File: src/rtl/krt_pkg.sv
`timescale 1ns / 1ps
// ----------------------------------------------------------------------------
// krt_pkg
// Shared types and constants of the keyed record table: field widths,
// operation and status codes, and the control word that drives the cells.
// ----------------------------------------------------------------------------
package krt_pkg;

    localparam int KRT_DEPTH      = 32;
    localparam int KRT_LABEL_BITS = 64;

    localparam int KEY_BITS    = 16;
    localparam int SCORE_BITS  = 32;
    localparam int STATUS_BITS = 2;
    localparam int OPCODE_BITS = 3;

    typedef enum logic [OPCODE_BITS-1:0] {
        OP_APPEND = 3'd0,
        OP_DUMP   = 3'd1,
        OP_SEARCH = 3'd2,
        OP_MODIFY = 3'd3,
        OP_DELETE = 3'd4
    } t_opcode;

    localparam logic [STATUS_BITS-1:0] ST_OK        = 2'd0;
    localparam logic [STATUS_BITS-1:0] ST_FULL      = 2'd1;
    localparam logic [STATUS_BITS-1:0] ST_NOT_FOUND = 2'd2;
    localparam logic [STATUS_BITS-1:0] ST_EMPTY     = 2'd3;

    // Per-cycle command broadcast to every cell of the chain.
    typedef struct packed {
        logic rotate;   // every cell takes its right neighbor's record
        logic compact;  // cells at or above the hit slot take their right neighbor
        logic append;   // the cell at the live count takes the new record
    } t_cell_ctl;

endpackage

File: src/rtl/krt_cell.sv
`timescale 1ns / 1ps
// ----------------------------------------------------------------------------
// krt_cell
// One slot of the record chain. Holds one record and loads either its right
// neighbor's record or a new record, as the broadcast control word says.
// ----------------------------------------------------------------------------
module krt_cell
    import krt_pkg::*;
#(
    parameter int DEPTH      = KRT_DEPTH,
    parameter int LABEL_BITS = KRT_LABEL_BITS,
    parameter int IDX        = 0,
    localparam int IDX_W     = (DEPTH > 1) ? $clog2(DEPTH) : 1,
    localparam int CNT_W     = $clog2(DEPTH + 1),
    localparam int REC_W     = KEY_BITS + LABEL_BITS + SCORE_BITS
) (
    input  logic             i_clk,
    input  t_cell_ctl        i_ctl,
    input  logic [IDX_W-1:0] i_hit,
    input  logic [CNT_W-1:0] i_count,
    input  logic [REC_W-1:0] i_right,
    input  logic [REC_W-1:0] i_new,
    output logic [REC_W-1:0] o_rec
);

    logic [REC_W-1:0] r_rec;
    logic [REC_W-1:0] n_rec;

    always_comb begin
        n_rec = r_rec;
        if (i_ctl.rotate) begin
            n_rec = i_right;
        end else if (i_ctl.compact && (IDX_W'(IDX) >= i_hit)) begin
            n_rec = i_right;
        end else if (i_ctl.append && (CNT_W'(IDX) == i_count)) begin
            n_rec = i_new;
        end
    end

    always_ff @(posedge i_clk) begin
        r_rec <= n_rec;
    end

    assign o_rec = r_rec;

endmodule

File: src/rtl/keyed_record_table_core.sv
`timescale 1ns / 1ps
// ----------------------------------------------------------------------------
// keyed_record_table_core
// Packed table of keyed records with append, dump, search, modify and delete,
// built as a ring of record cells that is walked through its head cell.
// ----------------------------------------------------------------------------
// The block takes one command word at a time and answers with one result
// word, or with one word per live record for a dump. Records sit in a chain
// of DEPTH cells in insertion order. Search, modify and delete rotate the
// whole ring once around, one slot per cycle, so every record passes the
// head cell once and the ring ends where it started; a command word of these
// kinds is answered from the finishing state, and a delete that hits adds the
// shift-down of the later records in the cycle that delivers the result.
// Append goes straight from idle to the finishing state. A dump delivers one
// word per live record while the ring turns and returns to idle once the
// ring has turned; the sink can stall it. Unused opcodes are dropped with no
// result. The result sits in an output register, so a finished word can wait
// on the sink while the next command is taken. Stored records have no reset;
// only the control registers, the live count among them, are cleared.
// ----------------------------------------------------------------------------
module keyed_record_table_core
    import krt_pkg::*;
#(
    parameter int DEPTH      = KRT_DEPTH,
    parameter int LABEL_BITS = KRT_LABEL_BITS,
    localparam int IN_W      = 2 * KEY_BITS + LABEL_BITS + SCORE_BITS,
    localparam int IN_TW     = ((IN_W + 7) / 8) * 8,
    localparam int OUT_W     = STATUS_BITS + KEY_BITS + LABEL_BITS + SCORE_BITS,
    localparam int OUT_TW    = ((OUT_W + 7) / 8) * 8
) (
    input  logic                   i_clk,
    input  logic                   i_rst_n,
    // Command side.
    input  logic                   i_s_tvalid,
    output logic                   o_s_tready,
    // tdata, low bit up: search_key, new_key, new_label, new_score, zero pad.
    input  logic [IN_TW-1:0]       i_s_tdata,
    // tuser: opcode.
    input  logic [OPCODE_BITS-1:0] i_s_tuser,
    // Result side.
    output logic                   o_m_tvalid,
    input  logic                   i_m_tready,
    // tdata, low bit up: status, rec_key, rec_label, rec_score, zero pad.
    output logic [OUT_TW-1:0]      o_m_tdata,
    // tlast: last result word caused by the command.
    output logic                   o_m_tlast
);

    localparam int IDX_W = (DEPTH > 1) ? $clog2(DEPTH) : 1;
    localparam int CNT_W = $clog2(DEPTH + 1);
    localparam int REC_W = KEY_BITS + LABEL_BITS + SCORE_BITS;

    typedef enum logic [2:0] {
        S_IDLE   = 3'b001,
        S_SCAN   = 3'b010,
        S_FINISH = 3'b100
    } t_state;

    // Control registers.
    t_state             r_state, n_state;
    logic [IDX_W-1:0]   r_step, n_step;
    logic               r_found, n_found;
    logic [CNT_W-1:0]   r_count, n_count;
    logic               r_m_valid, n_m_valid;

    // Payload registers.
    logic [OPCODE_BITS-1:0] r_op;
    logic [KEY_BITS-1:0]    r_skey;
    logic [REC_W-1:0]       r_new;
    logic [REC_W-1:0]       r_cap;
    logic [IDX_W-1:0]       r_hit;
    logic [OUT_W-1:0]       r_m_data;
    logic                   r_m_last;

    // Input fields.
    logic [KEY_BITS-1:0]   w_in_skey;
    logic [REC_W-1:0]      w_in_rec;

    assign w_in_skey = i_s_tdata[KEY_BITS-1:0];
    // Record layout: key in the low bits, then label, then score.
    assign w_in_rec  = i_s_tdata[IN_W-1:KEY_BITS];

    // Cell chain.
    logic [REC_W-1:0] w_rec [DEPTH];
    logic [REC_W-1:0] w_feed;
    logic [REC_W-1:0] w_head;
    t_cell_ctl        w_ctl;

    assign w_head = w_rec[0];

    for (genvar g = 0; g < DEPTH; g++) begin : g_cell
        logic [REC_W-1:0] w_right;
        if (g == DEPTH - 1) begin : g_tail
            assign w_right = w_feed;
        end else begin : g_body
            assign w_right = w_rec[g + 1];
        end
        krt_cell #(
            .DEPTH      (DEPTH),
            .LABEL_BITS (LABEL_BITS),
            .IDX        (g)
        ) u_cell (
            .i_clk   (i_clk),
            .i_ctl   (w_ctl),
            .i_hit   (r_hit),
            .i_count (r_count),
            .i_right (w_right),
            .i_new   (r_new),
            .o_rec   (w_rec[g])
        );
    end

    // Scan step decode. The head cell holds slot r_step of the table.
    logic w_slot_free;
    logic w_live;
    logic w_match;
    logic w_last_step;
    logic w_full;
    logic w_emit;
    logic [STATUS_BITS-1:0] w_emit_status;
    logic [REC_W-1:0]       w_emit_rec;
    logic                   w_emit_last;
    logic                   w_accept;
    logic                   w_hit_set;
    logic                   w_cap_set;

    assign w_slot_free = !r_m_valid || i_m_tready;
    assign w_live      = CNT_W'(r_step) < r_count;
    assign w_match     = w_live && !r_found && (w_head[KEY_BITS-1:0] == r_skey);
    assign w_last_step = r_step == IDX_W'(DEPTH - 1);
    assign w_full      = r_count == CNT_W'(DEPTH);
    // No command word is taken while reset is held.
    assign o_s_tready  = i_rst_n && (r_state == S_IDLE);
    assign w_accept    = i_s_tvalid && o_s_tready;

    always_comb begin
        n_state       = r_state;
        n_step        = r_step;
        n_found       = r_found;
        n_count       = r_count;
        n_m_valid     = r_m_valid && !i_m_tready;
        w_emit        = 1'b0;
        w_emit_status = ST_OK;
        w_emit_rec    = '0;
        w_emit_last   = 1'b1;
        w_ctl         = '0;
        w_feed        = w_head;
        w_hit_set     = 1'b0;
        w_cap_set     = 1'b0;

        case (r_state)
            S_IDLE: begin
                if (i_s_tvalid) begin
                    n_step  = '0;
                    n_found = 1'b0;
                    case (i_s_tuser)
                        OP_APPEND: n_state = S_FINISH;
                        OP_DUMP: begin
                            n_state = (r_count == '0) ? S_FINISH : S_SCAN;
                        end
                        OP_SEARCH, OP_MODIFY, OP_DELETE: n_state = S_SCAN;
                        default: n_state = S_IDLE;
                    endcase
                end
            end

            S_SCAN: begin
                // A dump word for a live slot needs room in the output register.
                if (!(r_op == OP_DUMP && w_live) || w_slot_free) begin
                    w_ctl.rotate = 1'b1;
                    n_step       = r_step + IDX_W'(1);
                    if (r_op == OP_DUMP && w_live) begin
                        w_emit      = 1'b1;
                        w_emit_rec  = w_head;
                        w_emit_last = CNT_W'(r_step) == (r_count - CNT_W'(1));
                    end
                    if (w_match && r_op != OP_DUMP) begin
                        n_found = 1'b1;
                    end
                    if (w_match && r_op == OP_MODIFY) begin
                        w_feed = r_new;
                    end
                    w_hit_set = w_match && (r_op == OP_DELETE);
                    w_cap_set = w_match && (r_op == OP_SEARCH);
                    if (w_last_step) begin
                        n_step  = '0;
                        n_state = (r_op == OP_DUMP) ? S_IDLE : S_FINISH;
                    end
                end
            end

            S_FINISH: begin
                if (w_slot_free) begin
                    w_emit  = 1'b1;
                    n_state = S_IDLE;
                    case (r_op)
                        OP_APPEND: begin
                            if (w_full) begin
                                w_emit_status = ST_FULL;
                            end else begin
                                w_ctl.append = 1'b1;
                                n_count      = r_count + CNT_W'(1);
                            end
                        end
                        OP_DUMP: w_emit_status = ST_EMPTY;
                        OP_SEARCH: begin
                            w_emit_status = r_found ? ST_OK : ST_NOT_FOUND;
                            w_emit_rec    = r_found ? r_cap : '0;
                        end
                        OP_MODIFY: w_emit_status = r_found ? ST_OK : ST_NOT_FOUND;
                        OP_DELETE: begin
                            w_emit_status = r_found ? ST_OK : ST_NOT_FOUND;
                            if (r_found) begin
                                // Later records move down one slot behind the hit.
                                w_ctl.compact = 1'b1;
                                n_count       = r_count - CNT_W'(1);
                            end
                        end
                        default: w_emit = 1'b0;
                    endcase
                end
            end

            default: n_state = S_IDLE;
        endcase

        if (w_emit) begin
            n_m_valid = 1'b1;
        end
    end

    always_ff @(posedge i_clk) begin
        if (!i_rst_n) begin
            r_state   <= S_IDLE;
            r_step    <= '0;
            r_found   <= 1'b0;
            r_count   <= '0;
            r_m_valid <= 1'b0;
        end else begin
            r_state   <= n_state;
            r_step    <= n_step;
            r_found   <= n_found;
            r_count   <= n_count;
            r_m_valid <= n_m_valid;
        end
    end

    always_ff @(posedge i_clk) begin
        if (w_accept) begin
            r_op   <= i_s_tuser;
            r_skey <= w_in_skey;
            r_new  <= w_in_rec;
        end
        if (w_cap_set) begin
            r_cap <= w_head;
        end
        if (w_hit_set) begin
            r_hit <= r_step;
        end
        if (w_emit) begin
            r_m_data <= {w_emit_rec, w_emit_status};
            r_m_last <= w_emit_last;
        end
    end

    assign o_m_tvalid = r_m_valid;
    assign o_m_tdata  = OUT_TW'(r_m_data);
    assign o_m_tlast  = r_m_last;

    // The live count never runs past the table depth.
    a_count_bound: assert property (@(posedge i_clk) disable iff (!i_rst_n)
        r_count <= CNT_W'(DEPTH))
        else $error("live count exceeds table depth");

    // Only the finishing step of a command may change the live count.
    a_count_stable: assert property (@(posedge i_clk) disable iff (!i_rst_n)
        (r_state != S_FINISH) |=> $stable(r_count))
        else $error("live count changed outside the finishing step");

    // An append on a full table leaves the table untouched.
    a_full_append: assert property (@(posedge i_clk) disable iff (!i_rst_n)
        (r_state == S_FINISH && r_op == OP_APPEND && w_full) |=> $stable(r_count))
        else $error("append on a full table changed the live count");

    // Once the first match is seen it stays marked for the rest of the scan.
    a_found_holds: assert property (@(posedge i_clk) disable iff (!i_rst_n)
        (r_state == S_SCAN && r_found) |=> r_found)
        else $error("match flag dropped during a scan");

endmodule

File: config.mk
export PLATFORM = sky130hd
export DESIGN_NAME = keyed_record_table_core
export DESIGN_NICKNAME = d
export VERILOG_FILES = /design/src/rtl/krt_pkg.sv /design/src/rtl/krt_cell.sv /design/src/rtl/keyed_record_table_core.sv
export SDC_FILE = /design/constraint.sdc
export NUM_CORES = 2
export LEC_CHECK = 0
export BUFFER_PORTS_ARGS = -buffer_cell sky130_fd_sc_hd__buf_2
export CAP_MARGIN = 20
export CORE_MARGIN = 10
export CORE_UTILIZATION = 60
export CTS_BUF_LIST = sky130_fd_sc_hd__clkbuf_16
export CTS_CLUSTER_SIZE = 30
export DETAILED_ROUTE_END_ITERATION = 10
export PLACE_DENSITY = 0.76
export SETUP_SLACK_MARGIN = 0.2
export SYNTH_ARGS = -nofsm -noshare
export SYNTH_HDL_FRONTEND = slang
export SYNTH_SLANG_ARGS = --single-unit
File: constraint.sdc
create_clock -name i_clk -period 33.4 [get_ports i_clk]
set_input_delay 10.02 -clock i_clk [delete_from_list [all_inputs] [get_ports i_clk]]
set_output_delay 10.02 -clock i_clk [all_outputs]
set_load 0.005 [all_outputs]
==> impl_metrics.csv <==
group,metric,value,unit
timing,tns,0,ns
synthesis,synth_fa_ha_area_frac,0.0009056,
grt,grt_pass1_vias,83530,
timing,hold_viol,0,
timing,fin_crit,21.00,ns
timing,relSlewSlack,0.1368,
timing,fmax,47.62,MHz
die,die_area,0.2978,mm²
layout,fin_util,0.6692,
synthesis,yosysUniqueCellTypes,60,
job,drv_cap,0,
die,rows,192,
outcome,outcome,"finished, final reports clean",
synthesis,syn_avg_cell_area,18.99,µm²
synthesis,synthCells,8731,
placed_design,place_hpwl,200500,µm
pwr,combPwrFrac,0.061,
synthesis,muxShareOfSynthArea,0.2435,
synthesis,yosysTopAreaCell,"edfxtp_1",
route,wl_met3,36660,µm
clock_tree,cts-resized-gates,0,
clock_tree,cts_tree,"yes",
worst_setup_path,end_kind,"output pin",
route,post_drt_wl_per_cell,30.38,µm
synthesis,synthTopCellsByCount,"edfxtp_1, mux2_2, clkbuf_1",
clock_tree,cts-hold-fix-buffers,0,
synthesis,yosysTopAreaCellShare,0.7149,
route,dr.pass1.iters,6,
synthesis,synth_edf_count,3947,
synthesis,synthSimpleGateAreaFrac,0.004234,
synthesis,synth_compound_area_frac,0.01043,
layout,drive_gt1_frac,0.4770,
placed_design,dp_cells,12040,
pwr,pwr-share-clk,0.404,
synthesis,synth_seq_cells,3963,
timing,tightest_slew,1.295,ns
pwr,p_int,8.383,mW
layout,stdcell_count,12820,
route,wl,389400,µm
die,ios,258,
timing,setup_viol,0,
pwr,sw_frac_of_total,0.2171,
layout,area_growth,10.73,%
pwr,seqPwrFrac,0.535,
die,die_h,545.7,µm
clock_tree,cts_max_level,5,
pwr,vdd_drop_max,48.11,µV
synthesis,yosys_warnings,0,
route,vias_per_cell,6.401,
synthesis,ys_top_cells_by_area,"edfxtp_1, mux2_2, mux2_1",
synthesis,yosysSeqAreaShare,0.7168,
timing,slew_viol_final,0,
grt,grt_overflow,0,
die,fp.coreArea,0.2743,mm²
layout,nFillCells,17390,
die,initial_utilization,0.6043,
layout,finalNetCount,8942,
timing,rsz0062_at_grt,"no",
worst_setup_path,worstPathArrival,10.98,ns
route,ant_nets,0,
clock_tree,clock_sinks,3963,
synthesis,ys_async_sr_fraction,0,
grt,gr-usage-all-layers,0.2537,
route,dr.first_iter.drc_count,9176,
route,wl_met1,162500,µm
worst_setup_path,required,23.38,ns
clock_tree,clkTransAtPathRegs,0.06,ns
route,highest_layer,"met4",
route,wl_met2,180000,µm
clock_tree,numCtsBuffers,395,
clock_tree,clockRootBuffer,"clkbuf_16",
worst_setup_path,critical_path_class,"in -> out",
placed_design,portBuffers,251,
clock_tree,clock_latency,0.97,ns
synthesis,synth_top_family_by_area,"multiplexers",
grt,grt_pass1_wl,573000,µm
timing,clock_skew,0.06939,ns
synthesis,synth_most_common_cell,"edfxtp_1",
grt,grt_max_degree,114,
clock_tree,clockBufferDepth,4,
die,die_w,545.7,µm
pwr,power_switching,2.324,mW
synthesis,syn_area,0.1658,mm²
clock_tree,cts_setup_buffers,0,
route,drc,0,
pwr,powerDensity,58.32,mW/mm²
synthesis,synth_ff_type,"edfxtp_1",
worst_setup_path,cp-start-kind,"input pin",
min_path,hold_class,"reg -> reg",
placed_design,gp_congestion,0.7852,
timing,min_period_over_period,0.6287,
route,vias,82030,
synthesis,yosys.area_share.xor_xnor,0.001321,
pwr,p_leak,59.63,nW
worst_setup_path,path_max_fanout,11,
grt,antenna_found_initial,8,
## cells by family (layout without fill, tap and decap cells)
group                      Yosys count  after routing
AOI/OAI and AO/OA                  223            223
xor gates and xnor gates            25             25
buffers and inverters              782           1172
and+or+nand+nor                    139            139
other                                1              9
DFF                               3963           3963
muxes                             3586           3586
adders and majority gates           12             12
## worst max-delay path: stages
cell and delay, ns:
buf_2 0.22, clkinv_1 0.36, nor2_1 0.22, buf_2 0.16
## cell type report
| type | count | area, µm² | share of cell area |
|---|---|---|---|
| multi-input cells | 3991 | 43830 | 0.2388 |
| clock inverters | 332 | 2700 | 0.01471 |
| repair buffers | 433 | 3643 | 0.01985 |
| well taps | 3686 | 4612 | 0.02512 |
| clock buffers | 396 | 9910 | 0.05398 |
| diodes | 3 | 7.507 | 0.00004089 |
| flip-flops and latches | 3963 | 118800 | 0.6473 |
| inverters | 11 | 41.29 | 0.0002249 |
## stage by stage
stage | total power [mW] | hold slack (ns) | worst slack (ns) | area, µm²
global placement | 6.432 | 0.4639 | 12.38 | 169800
floorplan | 6.259 | 0.4348 | 13.04 | 165800
CTS | 10.75 | 0.4790 | 12.39 | 182500
detailed placement | 6.457 | 0.4640 | 12.42 | 169900
finish | 10.71 | 0.4823 | 12.40 | 183600
global route | 11.02 | 0.4869 | 12.30 | 183600
## registers in the layout (all words and copies together) (netlist names)
register,flops
o_m_tvalid,1
g_cell.u_cell.o_rec,3584
r_skey,16
r_hit,5
r_count,6
r_new,112
r_m_data,114
r_step,5
r_state,3
r_found,1
o_m_tlast,1
r_op,3
r_cap,112
## metal layers
| metal | up-vias | GRT usage |
|---|---|---|
| met2 | 3891 | 0.3984 |
| met1 | 43260 | 0.3675 |
| li1 | 34320 | - |
| met3 | 562 | 0.04948 |
| met5 | - | 0 |
| met4 | 0 | 0.06656 |
## layout by cell type, fill, tap and decap left out, drive strengths merged, types with 3 or more instances in the layout
cell and n:
a211o 4, a211oi 3, a21bo 10, a21boi 4
a21o 16, a21oi 23, a22o 112, and2 5
and3 5, buf 433, bufinv 33, clkbuf 396
clkinv 177, clkinvlp 14, conb 6, dfxtp 16
diode 3, edfxtp 3947, ha 12, inv 119
mux2 3584, nand2 33, nand2b 3, nand3 15
nand4 8, nor2 36, nor3 11, nor3b 5
nor4 4, o21a 7, o21ai 29, or3 6
xnor2 7, xor2 18
## path summary, 6_finish.rpt
check	start	endpoint	slack, ns	depth (start not counted)
setup / recovery	i_rst_n	o_s_tready	12.40	4
hold reg to reg	g_cell[0].u_cell.o_rec[63]$_DFFE_PP_	r_cap[63]$_DFFE_PP_	0.48	0
setup reg to reg	r_count[3]$_SDFFE_PN0P_	g_cell[29].u_cell.o_rec[38]$_DFFE_PP_	27.30	11
hold / removal	g_cell[0].u_cell.o_rec[63]$_DFFE_PP_	r_cap[63]$_DFFE_PP_	0.48	0
## power by group through the flow
stage | sequential [mW] | clock [mW] | combinational, mW
2_1_floorplan | 5.79 | 0 | 0.472
3_3_place_gp | 5.85 | 0 | 0.586
3_5_place_dp | 5.85 | 0 | 0.606
4_1_cts | 5.75 | 4.39 | 0.614
5_1_grt | 5.74 | 4.59 | 0.685
6_report | 5.73 | 4.33 | 0.650
(Power assumes the default switching activity.)
